===== config.mk =====
export PLATFORM = sky130hd
export DESIGN_NAME = pixel_shuffle_address_generator
export DESIGN_NICKNAME = d
export VERILOG_FILES = /design/src/design/psag_pkg.sv /design/src/design/psag_walker.sv /design/src/design/psag_queue.sv /design/src/design/psag_address_unit.sv /design/src/design/pixel_shuffle_address_generator.sv
export SDC_FILE = /design/constraint.sdc
export NUM_CORES = 2
export LEC_CHECK = 0
export ABC_CLOCK_PERIOD_IN_PS = 10850
export BUFFER_PORTS_ARGS = -buffer_cell sky130_fd_sc_hd__clkbuf_2
export CELL_PAD_IN_SITES_DETAIL_PLACEMENT = 1
export CELL_PAD_IN_SITES_GLOBAL_PLACEMENT = 1
export CORE_UTILIZATION = 50
export CTS_BUF_LIST = sky130_fd_sc_hd__clkbuf_2 sky130_fd_sc_hd__clkbuf_4 sky130_fd_sc_hd__clkbuf_8
export DETAILED_ROUTE_END_ITERATION = 10
export GPL_TIMING_DRIVEN = 0
export PLACE_DENSITY = 0.8
export SYNTH_ARGS = -nofsm -noshare
export SYNTH_HDL_FRONTEND = slang
export SYNTH_HIERARCHICAL = 1
export SYNTH_SLANG_ARGS = --single-unit
export TNS_END_PERCENT = 5

===== constraint.sdc =====
create_clock -name clock -period 10.85 [get_ports clock]
set_clock_uncertainty 0.1 [all_clocks]
set_input_delay 0 -clock clock [delete_from_list [all_inputs] [get_ports clock]]
set_output_delay 0 -clock clock [all_outputs]
set_load 0.1 [all_outputs]

===== src/design/psag_pkg.sv =====
// Shared types and constants for the pixel shuffle address generator.
package psag_pkg;

   localparam int CSR_ADDR_W = 5;
   localparam int CSR_DATA_W = 32;

   // Register indexes on the configuration port (byte address is four times the index).
   localparam logic [2:0] CSR_CHANNELS    = 3'd0;
   localparam logic [2:0] CSR_BATCH_COUNT = 3'd1;
   localparam logic [2:0] CSR_OUT_ROWS    = 3'd2;
   localparam logic [2:0] CSR_OUT_COLS    = 3'd3;
   localparam logic [2:0] CSR_RATIO       = 3'd4;
   localparam logic [2:0] CSR_IN_ROWS     = 3'd5;
   localparam logic [2:0] CSR_IN_COLS     = 3'd6;
   localparam logic [2:0] CSR_DIRECTION   = 3'd7;

   // Tensor geometry after clamping to the supported ranges.
   typedef struct packed {
      logic [10:0] channels;
      logic [8:0]  batch_count;
      logic [12:0] out_rows;
      logic [12:0] out_cols;
      logic [3:0]  ratio;
      logic [12:0] in_rows;
      logic [12:0] in_cols;
      logic        direction;
   } cfg_type;

endpackage


===== src/design/psag_walker.sv =====
// Front part: accepts requests, steps the tensor walk and queues one position per transfer.
module psag_walker #(
   parameter int CH_W    = 10,
   parameter int BA_W    = 8,
   parameter int DIM_W   = 12,
   parameter int PH_W    = 3,
   parameter int SEQ_W   = 32,
   parameter int ENTRY_W = 1 + SEQ_W + 2 * PH_W + 2 * DIM_W + BA_W + CH_W
) (
   input  logic                 clock,
   input  logic                 reset,
   input  psag_pkg::cfg_type    cfg,
   input  logic                 req_valid,
   output logic                 req_ready,
   input  logic                 req_restart,
   output logic                 push_valid,
   input  logic                 push_ready,
   output logic [ENTRY_W-1:0]   push_data
);

   localparam int POS_W = (DIM_W + 5 > 14) ? DIM_W + 5 : 14;

   logic [CH_W-1:0]  chan_ff, chan_in, chan_cur;
   logic [BA_W-1:0]  batch_ff, batch_in, batch_cur;
   logic [DIM_W-1:0] row_ff, row_in, row_cur;
   logic [DIM_W-1:0] col_ff, col_in, col_cur;
   logic [PH_W-1:0]  rph_ff, rph_in, rph_cur;
   logic [PH_W-1:0]  cph_ff, cph_in, cph_cur;
   logic [SEQ_W-1:0] seq_ff, seq_in, seq_cur;
   logic [POS_W-1:0] orow, ocol;
   logic             col_end, row_end, batch_end, chan_end, last;
   logic             accept;

   assign req_ready  = push_ready;
   assign push_valid = req_valid;
   assign accept     = req_valid && push_ready;
   assign push_data  = {last, seq_cur, cph_cur, rph_cur, col_cur, row_cur, batch_cur, chan_cur};

   always_comb begin
      chan_cur  = req_restart ? '0 : chan_ff;
      batch_cur = req_restart ? '0 : batch_ff;
      row_cur   = req_restart ? '0 : row_ff;
      col_cur   = req_restart ? '0 : col_ff;
      rph_cur   = req_restart ? '0 : rph_ff;
      cph_cur   = req_restart ? '0 : cph_ff;
      seq_cur   = req_restart ? '0 : seq_ff;

      orow = POS_W'(row_cur) * POS_W'(cfg.ratio) + POS_W'(rph_cur);
      ocol = POS_W'(col_cur) * POS_W'(cfg.ratio) + POS_W'(cph_cur);
      col_end   = (ocol + POS_W'(1)) >= POS_W'(cfg.out_cols);
      row_end   = (orow + POS_W'(1)) >= POS_W'(cfg.out_rows);
      batch_end = (10'(batch_cur) + 10'd1) >= 10'(cfg.batch_count);
      chan_end  = (12'(chan_cur) + 12'd1) >= 12'(cfg.channels);
      last      = col_end && row_end && batch_end && chan_end;
   end

   always_comb begin
      chan_in  = chan_ff;
      batch_in = batch_ff;
      row_in   = row_ff;
      col_in   = col_ff;
      rph_in   = rph_ff;
      cph_in   = cph_ff;
      seq_in   = seq_ff;
      if (accept) begin
         if (last) begin
            // The walk wraps to position zero after its final position.
            chan_in  = '0;
            batch_in = '0;
            row_in   = '0;
            col_in   = '0;
            rph_in   = '0;
            cph_in   = '0;
            seq_in   = '0;
         end else begin
            seq_in   = seq_cur + 1'b1;
            chan_in  = chan_cur;
            batch_in = batch_cur;
            row_in   = row_cur;
            col_in   = col_cur;
            rph_in   = rph_cur;
            cph_in   = cph_cur;
            if (!col_end) begin
               if ((5'(cph_cur) + 5'd1) >= 5'(cfg.ratio)) begin
                  cph_in = '0;
                  col_in = col_cur + 1'b1;
               end else begin
                  cph_in = cph_cur + 1'b1;
               end
            end else begin
               cph_in = '0;
               col_in = '0;
               if (!row_end) begin
                  if ((5'(rph_cur) + 5'd1) >= 5'(cfg.ratio)) begin
                     rph_in = '0;
                     row_in = row_cur + 1'b1;
                  end else begin
                     rph_in = rph_cur + 1'b1;
                  end
               end else begin
                  rph_in = '0;
                  row_in = '0;
                  if (!batch_end) begin
                     batch_in = batch_cur + 1'b1;
                  end else begin
                     batch_in = '0;
                     chan_in  = chan_cur + 1'b1;
                  end
               end
            end
         end
      end
   end

   always_ff @(posedge clock) begin
      if (reset) begin
         chan_ff  <= '0;
         batch_ff <= '0;
         row_ff   <= '0;
         col_ff   <= '0;
         rph_ff   <= '0;
         cph_ff   <= '0;
         seq_ff   <= '0;
      end else begin
         chan_ff  <= chan_in;
         batch_ff <= batch_in;
         row_ff   <= row_in;
         col_ff   <= col_in;
         rph_ff   <= rph_in;
         cph_ff   <= cph_in;
         seq_ff   <= seq_in;
      end
   end

   a_wrap_after_last: assert property (@(posedge clock) disable iff (reset)
      (accept && last) |=> (seq_ff == '0 && chan_ff == '0 && col_ff == '0))
      else $error("walk did not return to position zero after the last position");

   a_seq_steps: assert property (@(posedge clock) disable iff (reset)
      (accept && !last) |=> (seq_ff == $past(seq_cur) + 1'b1))
      else $error("sequential offset did not advance by one");

endmodule


===== src/design/psag_queue.sv =====
// Small register queue that decouples the walker from the address unit.
module psag_queue #(
   parameter int WIDTH = 8,
   parameter int DEPTH = 2
) (
   input  logic             clock,
   input  logic             reset,
   input  logic             push_valid,
   output logic             push_ready,
   input  logic [WIDTH-1:0] push_data,
   output logic             pop_valid,
   input  logic             pop_ready,
   output logic [WIDTH-1:0] pop_data
);

   localparam int PTR_W = (DEPTH > 1) ? $clog2(DEPTH) : 1;
   localparam int CNT_W = $clog2(DEPTH + 1);

   logic [WIDTH-1:0] slot_ff [DEPTH];
   logic [PTR_W-1:0] wr_ptr_ff, wr_ptr_in, rd_ptr_ff, rd_ptr_in;
   logic [CNT_W-1:0] count_ff, count_in;
   logic             push, pop;

   assign push_ready = (count_ff != CNT_W'(DEPTH));
   assign pop_valid  = (count_ff != '0);
   assign pop_data   = slot_ff[rd_ptr_ff];
   assign push       = push_valid && push_ready;
   assign pop        = pop_valid && pop_ready;

   always_comb begin
      wr_ptr_in = wr_ptr_ff;
      rd_ptr_in = rd_ptr_ff;
      count_in  = count_ff;
      if (push) begin
         wr_ptr_in = (wr_ptr_ff == PTR_W'(DEPTH - 1)) ? '0 : wr_ptr_ff + 1'b1;
      end
      if (pop) begin
         rd_ptr_in = (rd_ptr_ff == PTR_W'(DEPTH - 1)) ? '0 : rd_ptr_ff + 1'b1;
      end
      if (push && !pop) begin
         count_in = count_ff + 1'b1;
      end else if (pop && !push) begin
         count_in = count_ff - 1'b1;
      end
   end

   always_ff @(posedge clock) begin
      if (reset) begin
         wr_ptr_ff <= '0;
         rd_ptr_ff <= '0;
         count_ff  <= '0;
      end else begin
         wr_ptr_ff <= wr_ptr_in;
         rd_ptr_ff <= rd_ptr_in;
         count_ff  <= count_in;
      end
   end

   always_ff @(posedge clock) begin
      if (push) begin
         slot_ff[wr_ptr_ff] <= push_data;
      end
   end

   a_count_bound: assert property (@(posedge clock) disable iff (reset)
      count_ff <= CNT_W'(DEPTH))
      else $error("queue holds more entries than its depth");

endmodule


===== src/design/psag_address_unit.sv =====
// Back part: computes the mapped offset with one shared multiplier and drives the result port.
module psag_address_unit #(
   parameter int CH_W    = 10,
   parameter int BA_W    = 8,
   parameter int DIM_W   = 12,
   parameter int PH_W    = 3,
   parameter int SEQ_W   = 32,
   parameter int ENTRY_W = 1 + SEQ_W + 2 * PH_W + 2 * DIM_W + BA_W + CH_W
) (
   input  logic               clock,
   input  logic               reset,
   input  psag_pkg::cfg_type  cfg,
   input  logic               pop_valid,
   output logic               pop_ready,
   input  logic [ENTRY_W-1:0] pop_data,
   output logic               rsp_valid,
   input  logic               rsp_ready,
   output logic [31:0]        rsp_read_address,
   output logic [31:0]        rsp_write_address,
   output logic               rsp_last
);

   localparam logic [2:0] ST_IDLE  = 3'd0;
   localparam logic [2:0] ST_PHASE = 3'd1;
   localparam logic [2:0] ST_DEPTH = 3'd2;
   localparam logic [2:0] ST_BATCH = 3'd3;
   localparam logic [2:0] ST_ROW   = 3'd4;
   localparam logic [2:0] ST_AREA  = 3'd5;
   localparam logic [2:0] ST_MAP   = 3'd6;
   localparam logic [2:0] ST_DONE  = 3'd7;

   localparam logic [31:0] ADDR_MASK = {32{1'b1}} >> (32 - SEQ_W);

   logic [2:0]         state_ff, state_in;
   logic [ENTRY_W-1:0] entry_ff, entry_in;
   logic [31:0]        acc_ff, acc_in, area_ff, area_in, rowoff_ff, rowoff_in;
   logic               rsp_valid_ff, rsp_valid_in;
   logic [31:0]        rsp_read_ff, rsp_read_in, rsp_write_ff, rsp_write_in;
   logic               rsp_last_ff, rsp_last_in;

   logic               e_last;
   logic [SEQ_W-1:0]   e_seq;
   logic [PH_W-1:0]    e_cph, e_rph;
   logic [DIM_W-1:0]   e_col, e_row;
   logic [BA_W-1:0]    e_batch;
   logic [CH_W-1:0]    e_chan;

   logic [31:0]        mul_a, mul_b, mul_c, mul_out;
   logic [31:0]        mapped, seq;
   logic               pop, load;

   assign {e_last, e_seq, e_cph, e_rph, e_col, e_row, e_batch, e_chan} = entry_ff;

   assign pop_ready         = (state_ff == ST_IDLE);
   assign pop               = pop_valid && pop_ready;
   assign load              = (state_ff == ST_DONE) && (!rsp_valid_ff || rsp_ready);
   assign rsp_valid         = rsp_valid_ff;
   assign rsp_read_address  = rsp_read_ff;
   assign rsp_write_address = rsp_write_ff;
   assign rsp_last          = rsp_last_ff;

   // mapped = ((D*(r*col_phase + row_phase) + c)*B + b)*H*W + row*W + col, built by Horner steps.
   always_comb begin
      mul_a = '0;
      mul_b = '0;
      mul_c = '0;
      case (state_ff)
         ST_PHASE: begin
            mul_a = 32'(cfg.ratio);
            mul_b = 32'(e_cph);
            mul_c = 32'(e_rph);
         end
         ST_DEPTH: begin
            mul_a = 32'(cfg.channels);
            mul_b = acc_ff;
            mul_c = 32'(e_chan);
         end
         ST_BATCH: begin
            mul_a = acc_ff;
            mul_b = 32'(cfg.batch_count);
            mul_c = 32'(e_batch);
         end
         ST_ROW: begin
            mul_a = 32'(e_row);
            mul_b = 32'(cfg.in_cols);
            mul_c = 32'(e_col);
         end
         ST_AREA: begin
            mul_a = 32'(cfg.in_rows);
            mul_b = 32'(cfg.in_cols);
         end
         ST_MAP: begin
            mul_a = acc_ff;
            mul_b = area_ff;
            mul_c = rowoff_ff;
         end
         default: begin
            mul_a = '0;
         end
      endcase
      mul_out = 32'(mul_a * mul_b) + mul_c;
   end

   always_comb begin
      state_in  = state_ff;
      entry_in  = entry_ff;
      acc_in    = acc_ff;
      area_in   = area_ff;
      rowoff_in = rowoff_ff;
      case (state_ff)
         ST_IDLE: begin
            if (pop) begin
               entry_in = pop_data;
               state_in = ST_PHASE;
            end
         end
         ST_PHASE: begin
            acc_in   = mul_out;
            state_in = ST_DEPTH;
         end
         ST_DEPTH: begin
            acc_in   = mul_out;
            state_in = ST_BATCH;
         end
         ST_BATCH: begin
            acc_in   = mul_out;
            state_in = ST_ROW;
         end
         ST_ROW: begin
            rowoff_in = mul_out;
            state_in  = ST_AREA;
         end
         ST_AREA: begin
            area_in  = mul_out;
            state_in = ST_MAP;
         end
         ST_MAP: begin
            acc_in   = mul_out;
            state_in = ST_DONE;
         end
         ST_DONE: begin
            if (load) begin
               state_in = ST_IDLE;
            end
         end
         default: begin
            state_in = ST_IDLE;
         end
      endcase
   end

   always_comb begin
      mapped       = acc_ff & ADDR_MASK;
      seq          = 32'(e_seq);
      rsp_read_in  = rsp_read_ff;
      rsp_write_in = rsp_write_ff;
      rsp_last_in  = rsp_last_ff;
      rsp_valid_in = rsp_valid_ff && !rsp_ready;
      if (load) begin
         rsp_valid_in = 1'b1;
         rsp_read_in  = cfg.direction ? seq : mapped;
         rsp_write_in = cfg.direction ? mapped : seq;
         rsp_last_in  = e_last;
      end
   end

   always_ff @(posedge clock) begin
      if (reset) begin
         state_ff     <= ST_IDLE;
         rsp_valid_ff <= 1'b0;
      end else begin
         state_ff     <= state_in;
         rsp_valid_ff <= rsp_valid_in;
      end
   end

   always_ff @(posedge clock) begin
      entry_ff     <= entry_in;
      acc_ff       <= acc_in;
      area_ff      <= area_in;
      rowoff_ff    <= rowoff_in;
      rsp_read_ff  <= rsp_read_in;
      rsp_write_ff <= rsp_write_in;
      rsp_last_ff  <= rsp_last_in;
   end

   a_load_when_free: assert property (@(posedge clock) disable iff (reset)
      load |-> (!rsp_valid_ff || rsp_ready))
      else $error("result register overwritten before its transfer");

   a_pop_idle_only: assert property (@(posedge clock) disable iff (reset)
      pop |=> (state_ff == ST_PHASE))
      else $error("queue entry taken outside the idle state");

   a_done_gives_result: assert property (@(posedge clock) disable iff (reset)
      load |=> rsp_valid_ff)
      else $error("finished position did not reach the result port");

endmodule


===== src/design/pixel_shuffle_address_generator.sv =====
// Top level of the pixel shuffle address generator: register file, walker, queue, address unit.
//
// Each request transfer produces one response transfer carrying the read and write element
// offsets of one position of the channel, batch, row, column walk, plus a flag on the final
// position. The walker takes a request whenever its two-entry queue has room, so up to two
// requests are taken ahead of the arithmetic. The address unit works on each position in turn:
// it takes it from the queue, runs six steps on a single shared 32 by 32 multiplier that builds
// the mapped offset step by step, and loads the response register once that register is free;
// it takes no new position from the queue until it has loaded the result of the last one.
// Registers may be written only while no request is in flight.
module pixel_shuffle_address_generator #(
   parameter int ADDR_BITS    = 32,
   parameter int MAX_CHANNELS = 1024,
   parameter int MAX_BATCH    = 256,
   parameter int MAX_DIM      = 4096,
   parameter int MAX_RATIO    = 8
) (
   input  logic                            clock,
   input  logic                            reset,
   input  logic                            req_valid,
   output logic                            req_ready,
   input  logic                            req_restart,
   output logic                            rsp_valid,
   input  logic                            rsp_ready,
   output logic [31:0]                     rsp_read_address,
   output logic [31:0]                     rsp_write_address,
   output logic                            rsp_last,
   input  logic                            csr_psel,
   input  logic                            csr_penable,
   input  logic                            csr_pwrite,
   input  logic [psag_pkg::CSR_ADDR_W-1:0] csr_paddr,
   input  logic [psag_pkg::CSR_DATA_W-1:0] csr_pwdata,
   output logic [psag_pkg::CSR_DATA_W-1:0] csr_prdata,
   output logic                            csr_pready
);

   localparam int CH_LIM  = (MAX_CHANNELS < 2047) ? MAX_CHANNELS : 2047;
   localparam int BA_LIM  = (MAX_BATCH < 511) ? MAX_BATCH : 511;
   localparam int DIM_LIM = (MAX_DIM < 8191) ? MAX_DIM : 8191;
   localparam int PH_LIM  = (MAX_RATIO < 15) ? MAX_RATIO : 15;
   localparam int CH_W    = (CH_LIM > 1) ? $clog2(CH_LIM) : 1;
   localparam int BA_W    = (BA_LIM > 1) ? $clog2(BA_LIM) : 1;
   localparam int DIM_W   = (DIM_LIM > 1) ? $clog2(DIM_LIM) : 1;
   localparam int PH_W    = (PH_LIM > 1) ? $clog2(PH_LIM) : 1;
   localparam int SEQ_W   = (ADDR_BITS < 32) ? ADDR_BITS : 32;
   localparam int ENTRY_W = 1 + SEQ_W + 2 * PH_W + 2 * DIM_W + BA_W + CH_W;

   logic [10:0] channels_ff, channels_in;
   logic [8:0]  batch_count_ff, batch_count_in;
   logic [12:0] out_rows_ff, out_rows_in;
   logic [12:0] out_cols_ff, out_cols_in;
   logic [3:0]  ratio_ff, ratio_in;
   logic [12:0] in_rows_ff, in_rows_in;
   logic [12:0] in_cols_ff, in_cols_in;
   logic        direction_ff, direction_in;

   logic [2:0]          csr_index;
   logic                csr_write;
   psag_pkg::cfg_type   cfg;

   logic                push_valid, push_ready, pop_valid, pop_ready;
   logic [ENTRY_W-1:0]  push_data, pop_data;

   assign csr_pready = 1'b1;
   assign csr_index  = csr_paddr[4:2];
   assign csr_write  = csr_psel && csr_penable && csr_pwrite;

   always_comb begin
      channels_in    = channels_ff;
      batch_count_in = batch_count_ff;
      out_rows_in    = out_rows_ff;
      out_cols_in    = out_cols_ff;
      ratio_in       = ratio_ff;
      in_rows_in     = in_rows_ff;
      in_cols_in     = in_cols_ff;
      direction_in   = direction_ff;
      if (csr_write) begin
         case (csr_index)
            psag_pkg::CSR_CHANNELS:    channels_in    = csr_pwdata[10:0];
            psag_pkg::CSR_BATCH_COUNT: batch_count_in = csr_pwdata[8:0];
            psag_pkg::CSR_OUT_ROWS:    out_rows_in    = csr_pwdata[12:0];
            psag_pkg::CSR_OUT_COLS:    out_cols_in    = csr_pwdata[12:0];
            psag_pkg::CSR_RATIO:       ratio_in       = csr_pwdata[3:0];
            psag_pkg::CSR_IN_ROWS:     in_rows_in     = csr_pwdata[12:0];
            psag_pkg::CSR_IN_COLS:     in_cols_in     = csr_pwdata[12:0];
            psag_pkg::CSR_DIRECTION:   direction_in   = csr_pwdata[0];
            default: begin
               direction_in = direction_ff;
            end
         endcase
      end
   end

   always_comb begin
      case (csr_index)
         psag_pkg::CSR_CHANNELS:    csr_prdata = 32'(channels_ff);
         psag_pkg::CSR_BATCH_COUNT: csr_prdata = 32'(batch_count_ff);
         psag_pkg::CSR_OUT_ROWS:    csr_prdata = 32'(out_rows_ff);
         psag_pkg::CSR_OUT_COLS:    csr_prdata = 32'(out_cols_ff);
         psag_pkg::CSR_RATIO:       csr_prdata = 32'(ratio_ff);
         psag_pkg::CSR_IN_ROWS:     csr_prdata = 32'(in_rows_ff);
         psag_pkg::CSR_IN_COLS:     csr_prdata = 32'(in_cols_ff);
         psag_pkg::CSR_DIRECTION:   csr_prdata = 32'(direction_ff);
         default:                   csr_prdata = '0;
      endcase
   end

   always_ff @(posedge clock) begin
      if (reset) begin
         channels_ff    <= 11'd1;
         batch_count_ff <= 9'd1;
         out_rows_ff    <= 13'd1;
         out_cols_ff    <= 13'd1;
         ratio_ff       <= 4'd2;
         in_rows_ff     <= 13'd1;
         in_cols_ff     <= 13'd1;
         direction_ff   <= 1'b0;
      end else begin
         channels_ff    <= channels_in;
         batch_count_ff <= batch_count_in;
         out_rows_ff    <= out_rows_in;
         out_cols_ff    <= out_cols_in;
         ratio_ff       <= ratio_in;
         in_rows_ff     <= in_rows_in;
         in_cols_ff     <= in_cols_in;
         direction_ff   <= direction_in;
      end
   end

   // A zero size is used as one, and a size above its maximum is used as the maximum.
   always_comb begin
      cfg.channels = (channels_ff == '0) ? 11'd1 :
                     (32'(channels_ff) > 32'(MAX_CHANNELS)) ? 11'(MAX_CHANNELS) : channels_ff;
      cfg.batch_count = (batch_count_ff == '0) ? 9'd1 :
                     (32'(batch_count_ff) > 32'(MAX_BATCH)) ? 9'(MAX_BATCH) : batch_count_ff;
      cfg.out_rows = (out_rows_ff == '0) ? 13'd1 :
                     (32'(out_rows_ff) > 32'(MAX_DIM)) ? 13'(MAX_DIM) : out_rows_ff;
      cfg.out_cols = (out_cols_ff == '0) ? 13'd1 :
                     (32'(out_cols_ff) > 32'(MAX_DIM)) ? 13'(MAX_DIM) : out_cols_ff;
      cfg.ratio = (ratio_ff == '0) ? 4'd1 :
                  (32'(ratio_ff) > 32'(MAX_RATIO)) ? 4'(MAX_RATIO) : ratio_ff;
      cfg.in_rows = (in_rows_ff == '0) ? 13'd1 :
                    (32'(in_rows_ff) > 32'(MAX_DIM)) ? 13'(MAX_DIM) : in_rows_ff;
      cfg.in_cols = (in_cols_ff == '0) ? 13'd1 :
                    (32'(in_cols_ff) > 32'(MAX_DIM)) ? 13'(MAX_DIM) : in_cols_ff;
      cfg.direction = direction_ff;
   end

   psag_walker #(
      .CH_W    (CH_W),
      .BA_W    (BA_W),
      .DIM_W   (DIM_W),
      .PH_W    (PH_W),
      .SEQ_W   (SEQ_W),
      .ENTRY_W (ENTRY_W)
   ) u_walker (
      .clock       (clock),
      .reset       (reset),
      .cfg         (cfg),
      .req_valid   (req_valid),
      .req_ready   (req_ready),
      .req_restart (req_restart),
      .push_valid  (push_valid),
      .push_ready  (push_ready),
      .push_data   (push_data)
   );

   psag_queue #(
      .WIDTH (ENTRY_W),
      .DEPTH (2)
   ) u_queue (
      .clock      (clock),
      .reset      (reset),
      .push_valid (push_valid),
      .push_ready (push_ready),
      .push_data  (push_data),
      .pop_valid  (pop_valid),
      .pop_ready  (pop_ready),
      .pop_data   (pop_data)
   );

   psag_address_unit #(
      .CH_W    (CH_W),
      .BA_W    (BA_W),
      .DIM_W   (DIM_W),
      .PH_W    (PH_W),
      .SEQ_W   (SEQ_W),
      .ENTRY_W (ENTRY_W)
   ) u_address_unit (
      .clock             (clock),
      .reset             (reset),
      .cfg               (cfg),
      .pop_valid         (pop_valid),
      .pop_ready         (pop_ready),
      .pop_data          (pop_data),
      .rsp_valid         (rsp_valid),
      .rsp_ready         (rsp_ready),
      .rsp_read_address  (rsp_read_address),
      .rsp_write_address (rsp_write_address),
      .rsp_last          (rsp_last)
   );

endmodule


# ---- Word-level counts from Yosys, hierarchy flattened
# Memory sizes are Yosys's and may differ from the RTL's. A register that Yosys moved wholly into a read port is not among the register bits.
# Index checks and enable logic that the tools add are counted.
dict set report totals {
  in_bits 45
  ram_bits 162
  wordCells 180
  out_inout_bits 100
  mem_count 1
  reg_bits 326
}
dict set report classes {
  n_mul 3
  addsub 20
  order_cmp 13
  muxes 60
  eq_ne 17
  n_reduce_logical 40
}
# memory depth width read_ports rd_ports_with_merged_regs write_ports line_no
set memory_table {}
lappend memory_table {u_queue.slot_ff 2 81 1 1 1 psag_queue.sv:19} ;# logic [WIDTH-1:0] slot_ff [DEPTH];
# operator count
set op_table {}
lappend op_table {{32-bit one-hot mux with 5 select lines} 3}
lappend op_table {{32-bit one-hot mux with 8 select lines} 1}
lappend op_table {{32-bit 2-to-1 mux} 4}
lappend op_table {{12-bit 2-to-1 mux} 9}
lappend op_table {{13-bit 2-to-1 mux} 8}
lappend op_table {{13-bit greater-than comparator (second input constant)} 4}
lappend op_table {{13-bit zero test} 4}
lappend op_table {{10-bit 2-to-1 mux} 5}
lappend op_table {{8-bit 2-to-1 mux} 5}
lappend op_table {{16-bit by 3-bit adder with 17-bit output} 2}
lappend op_table {{17-bit by 1-bit adder with 17-bit output (second input constant)} 2}
lappend op_table {{17-bit by 13-bit greater-or-equal comparator with 1-bit output} 2}
lappend op_table {{3-bit 2-to-1 mux} 11}
lappend op_table {{32-bit by 1-bit adder with 32-bit output (second input constant)} 1}
lappend op_table {{32-bit adder} 1}
lappend op_table {{12-bit by 4-bit multiplier with 16-bit output} 2}
lappend op_table {{32-bit by 32-bit multiplier with 32-bit output} 1}
lappend op_table {{12-bit by 1-bit adder with 12-bit output (second input constant)} 2}
lappend op_table {{3-bit == test (second input constant)} 8}
lappend op_table {{3-bit one-hot mux with 8 select lines} 1}
lappend op_table {{11-bit 2-to-1 mux} 2}
lappend op_table {{2-bit AND reduction} 10}
lappend op_table {{9-bit 2-to-1 mux} 2}
lappend op_table {{3-bit by 2-bit == test with 1-bit output (second input constant)} 4}
lappend op_table {{31 further kinds} 59}

# ---- Logic depth before layout (Yosys ltp)
dict set report logic_depth {
  word_depth 11
  ltp_mapped 35
  ltp_nobuf 32
}

# ---- Modules after synthesis
# Netlist, hierarchy kept.
# module seq_area_each_um2 n_inst cells_per_inst area_per_inst_um2
set by_module_without_submodules {}
lappend by_module_without_submodules {psag_address_unit 7347.0 1 2469 26399.1}
lappend by_module_without_submodules {psag_walker 1601.5 1 1285 10053.4}
lappend by_module_without_submodules {psag_queue 4964.8 1 276 6064.6}
lappend by_module_without_submodules {pixel_shuffle_address_generator 1541.5 1 558 4501.8}

# ---- Least setup slack after synthesis
# Ideal clock, no wire load.
dict set report synth_path {
  path_type {register -> register}
  startpoint {reg u_address_unit.state_ff[2]}
  endpoint {reg u_address_unit.acc_ff[30], data pin}
  stages_incl_launch_ff 33
  setup_slack_ps 2099
  period_less_slack_ps 8751
  path_buffers 5
  required_time_ps 10471
  setup_ps 279
  arrival_ps 8372
  path_cell_list {dfxtp_1 buf_4 and3b_1 buf_6 buf_6 buf_2 o2bb2ai_1 a221oi_1 clkbuf_1 nor2_1 fa_1 fa_1 fa_1 inv_1 fa_1 inv_1 ha_1 ha_1 fa_1 inv_1 fa_1 inv_1 ha_1 a21o_1 a21o_1 a21o_1 a21oi_1 a21oi_1 o41ai_1 o22ai_1 o31ai_1 a2111o_1 o211ai_1}
}
dict set report synth_via {
  elab_chain_len 5
}
# element line_no
set synth_rtl {}
lappend synth_rtl {{start: declaration} psag_address_unit.sv:34} ;# logic [2:0] state_ff, state_in;
lappend synth_rtl {{start signal: assignment} psag_address_unit.sv:172} ;# state_ff <= state_in;
lappend synth_rtl {{3-bit by 2-bit == test with 1-bit output or 3-bit == test (tied branches)} psag_address_unit.sv:67} ;# case (state_ff)
lappend synth_rtl {{2-bit OR reduction (no line)} n/a}
lappend synth_rtl {{32-bit one-hot mux with 5 select lines} psag_address_unit.sv:67}
lappend synth_rtl {{32-bit by 32-bit multiplier with 32-bit output} psag_address_unit.sv:101} ;# mul_out = 32'(mul_a * mul_b) + mul_c;
lappend synth_rtl {{32-bit adder (*)} psag_address_unit.sv:101}
lappend synth_rtl {{via u_address_unit.mul_out[30]} psag_address_unit.sv:48} ;# logic [31:0] mul_a, mul_b, mul_c, mul_out;
lappend synth_rtl {{end signal: assignment} psag_address_unit.sv:179} ;# acc_ff <= acc_in;
lappend synth_rtl {{end: declaration} psag_address_unit.sv:36} ;# logic [31:0] acc_ff, acc_in, area_ff, area_in, rowoff_ff, rowoff_in;
# The timed path passes the listed nets; every way through them passes the cells marked *.
# A chain may end at the register's enable or synchronous reset.

==> impl_metrics.ini <==
[outcome]
status = complete, no violations

[layout]
area_growth_pct = 10.2
fin_util_pct = 55.6
seqCellArea_mm2 = 0.0155
drive_gt1_share_pct = 13.1
multi_input_area_mm2 = 0.0282
design_area_mm2 = 0.0518
stdcell_count = 6182
fillers = 10407
nets = 5638

[sta]
rsz0062_at_grt = no
hold_viol_final = 0
relSlewSlack_pct = 8.84
tightest_slew_ns = 1.36
setup-violations-final = 0
maxSlewViolCount = 0
finalCriticalPeriod_ns = 10.61
max_freq_mhz = 94.2
finalCritPeriodShare_pct = 97.8
fin_setup_tns_ns = 0

[grt]
grt_usage_pct = 35.5
grt_pass1_wl_um = 250000
grt_overflow = 0
grt_max_degree = 45
grt_pass1_vias = 40379
antenna_found_initial = 4

[worst_setup_path]
start_kind = flip-flop
path_class = flip-flop to flip-flop
timing.rr.start = in_rows_ff[12]$_SDFFE_PP0P_
critical_path.slowest_cell = a21oi_1
cp.arrival_ns = 10.97
cp-end-kind = flip-flop
worst_path_largest_cell_delay_ns = 0.96
reg2reg_slack_ns = 0.24
r2r_cells = 31
worst_ep_required_time_ns = 11.21
r2r-end = u_address_unit/rowoff_ff[28]$_DFFE_PP_
path_max_fanout = 10
crit_top_cell = fa_1

[place]
gp_congestion = 0.971
numPortBuffers = 103
dpl.hpwl_um = 130000
placed_area_mm2 = 0.0495
place_inst = 5978

[die]
io_pins = 145
fp.dieH_um = 309
row_count = 112
initial_utilization_pct = 50.5
die_width_um = 309
coreArea_mm2 = 0.0932
die-area_mm2 = 0.0953

[clocking]
root_buffer = clkbuf_8
cts-buffers-inserted = 90
cts_sinks = 570
cts_buffer_depth = 3
clk_latency_ns = 0.74
cts_tree = built
htreeDepth = 3
clk_pin_slew_worst_paths_ns = 0.07

[route]
vias = 37178
drt-total-wl_um = 168000
firstDrtPassIters = 6
vias_per_cell = 6.01
drtIter0Drc = 3326
drc_errors = 0
wl_per_cell_um = 27.2
final_antenna_net_count = 0

[flow_run]
maxCapViolations = 0

[power_and_ir_drop]
leakage_nw = 22.0
power_density_mw_per_mm2 = 158
max-vdd-ir-drop_mv = 0.142

[min_path]
hp-class = input port to flip-flop
holdPathEnd = in_rows_ff[8]$_SDFFE_PP0P_
hold_depth = 4
hp-start = csr_pwdata[8]

[logic_synthesis]
synthesis.area_mm2 = 0.0470
seq_area_frac_synth_pct = 32.9
yosys_warnings = 6
synth_cells = 4588
synthArstFlopShare_pct = 0
synth-edff-count = 404
synth_ff_type = edfxtp_1
avgSynthCellArea_um2 = 10.2
ys_ff_latch = 570
ys_types = 110
==> placed cells by master (no fill, tap or decap), drive strengths merged, types with 25 or more instances in the layout <==
master and n:
a21o 43, a21oi 162, a22oi 42, a31oi 25, and2 113, and3 26, buf 125, clkbuf 395
dfxtp 166, dlygate4sd3 36, edfxtp 404, fa 484, ha 256, inv 574, mux2 160, mux2i 85
nand2 237, nand2b 66, nand3 149, nand4 31, nor2 490, nor2b 163, nor3 49, o21ai 145
or2 44, xnor2 85, xor2 39
==> metal layers <==
layer	GRT usage, %	share of wire [%]	up-vias
met1	41.5	37	18973
met3	5.72	7.2	571
met5	0	0	-
met2	60.6	49	1797
met4	22.9	7.2	0
li1	-	-	15837
==> registers in the layout, indices dropped and copies added, names as in the netlist, 4 cells and up, named ones only <==
| name | flops |
|---|---|
| batch_count_ff | 9 |
| channels_ff | 11 |
| in_cols_ff | 13 |
| in_rows_ff | 13 |
| out_cols_ff | 13 |
| out_rows_ff | 13 |
| ratio_ff | 4 |
| u_address_unit/acc_ff | 32 |
| u_address_unit/area_ff | 32 |
| u_address_unit/entry_ff | 81 |
| u_address_unit/rowoff_ff | 32 |
| u_address_unit/rsp_read_address | 32 |
| u_address_unit/rsp_write_address | 32 |
| u_queue/slot_ff | 162 |
| u_walker/batch_ff | 8 |
| u_walker/chan_ff | 10 |
| u_walker/col_ff | 12 |
| u_walker/row_ff | 12 |
| u_walker/seq_ff | 32 |
==> metrics by stage <==
step | hold WS, ns | total power, W | setup slack (ns)
detailed placement | 0.193 | 0.00606 | -0.100
floorplan | -0.0309 | 0.00478 | 2.10
global placement | 0.194 | 0.00590 | -1.40
finish | 0.0720 | 0.00817 | 0.238
global route | 0.0723 | 0.00839 | 0.0397
CTS | 0.0338 | 0.00807 | 0.00594
==> power by group <==
group / internal, W / leakage, nW / switching, W
clock: 0.00106 / 1.01 / 0.000925
combinational: 0.000900 / 15.8 / 0.00209
sequential: 0.00285 / 5.16 / 0.000348
==> synthesized netlist by cell type (all sizes together) (109+ instances only) <==
master / n / area [um2]
o21ai: 145 / 729
nor2b: 163 / 1030
clkbuf: 157 / 589
mux2: 160 / 1810
nand3: 149 / 751
nor2: 490 / 1850
buf: 109 / 748
and2: 113 / 707
edfxtp: 404 / 12100
inv: 570 / 2140
a21oi: 162 / 841
dfxtp: 166 / 3320
nand2: 237 / 900
fa: 484 / 9690
ha: 256 / 3200
==> how the worst max path moves through the flow <==
stage,start,endpoint,slack [ns],cells past startpoint
2_1_floorplan,u_address_unit/state_ff[2]$_SDFFE_PP0P_,u_address_unit/acc_ff[30]$_DFFE_PP_,2.10,32
3_3_place_gp,u_address_unit/state_ff[1]$_SDFFE_PP0P_,u_address_unit/area_ff[30]$_DFFE_PP_,-1.40,31
3_5_place_dp,u_address_unit/state_ff[1]$_SDFFE_PP0P_,u_address_unit/acc_ff[30]$_DFFE_PP_,-0.10,33
4_1_cts,in_rows_ff[12]$_SDFFE_PP0P_,u_address_unit/rowoff_ff[30]$_DFFE_PP_,0.006,30
5_1_grt,u_address_unit/state_ff[1]$_SDFFE_PP0P_,u_address_unit/acc_ff[31]$_DFFE_PP_,0.04,33
6_report,in_rows_ff[12]$_SDFFE_PP0P_,u_address_unit/rowoff_ff[28]$_DFFE_PP_,0.24,31
==> logic make-up after synthesis <==
logic type | after synthesis | share of synthesized area (%)
AND/OR/NAND/NOR | 1448 | 15.3
flip-flops | 570 | 32.9
other | 2 | 0.0160
XOR/XNOR | 129 | 2.55
multiplexers | 246 | 5.71
adder cells (fa/ha/maj) | 740 | 27.4
AO/OA/AOI/OAI | 616 | 8.75
buffers and inverters | 837 | 7.41
==> worst max-delay path, delay by kind of cell, from the launching register on <==
family | cells | cell delay [ns]
buffers and inverters | 7 | 1.58
AOI/OAI and AO/OA | 12 | 3.59
adders and majority gates | 9 | 4.07
DFF | 1 | 0.50
muxes | 1 | 0.21
and+or+nand+nor | 2 | 0.27
==> timing repair <==
action,in CTS,in global routing
hold endpoints to repair,106,0
cloned,0,0
hold buffers,36,0
pin swaps,0,1
resized for setup,3,6
setup endpoints to repair,6,12
setup buffers,0,1
==> cell type report <==
type | instances | area share, %
multi-input cells | 3199 | 54.5
flip-flops and latches | 570 | 29.8
diodes | 2 | 0.00966
clock buffers | 135 | 3.12
well taps | 1254 | 3.03
repair buffers | 155 | 2.19
plain buffers | 266 | 2.58
inverters | 571 | 4.15
clock inverters | 30 | 0.580
No activity file was read; power rests on OpenSTA's default activity.
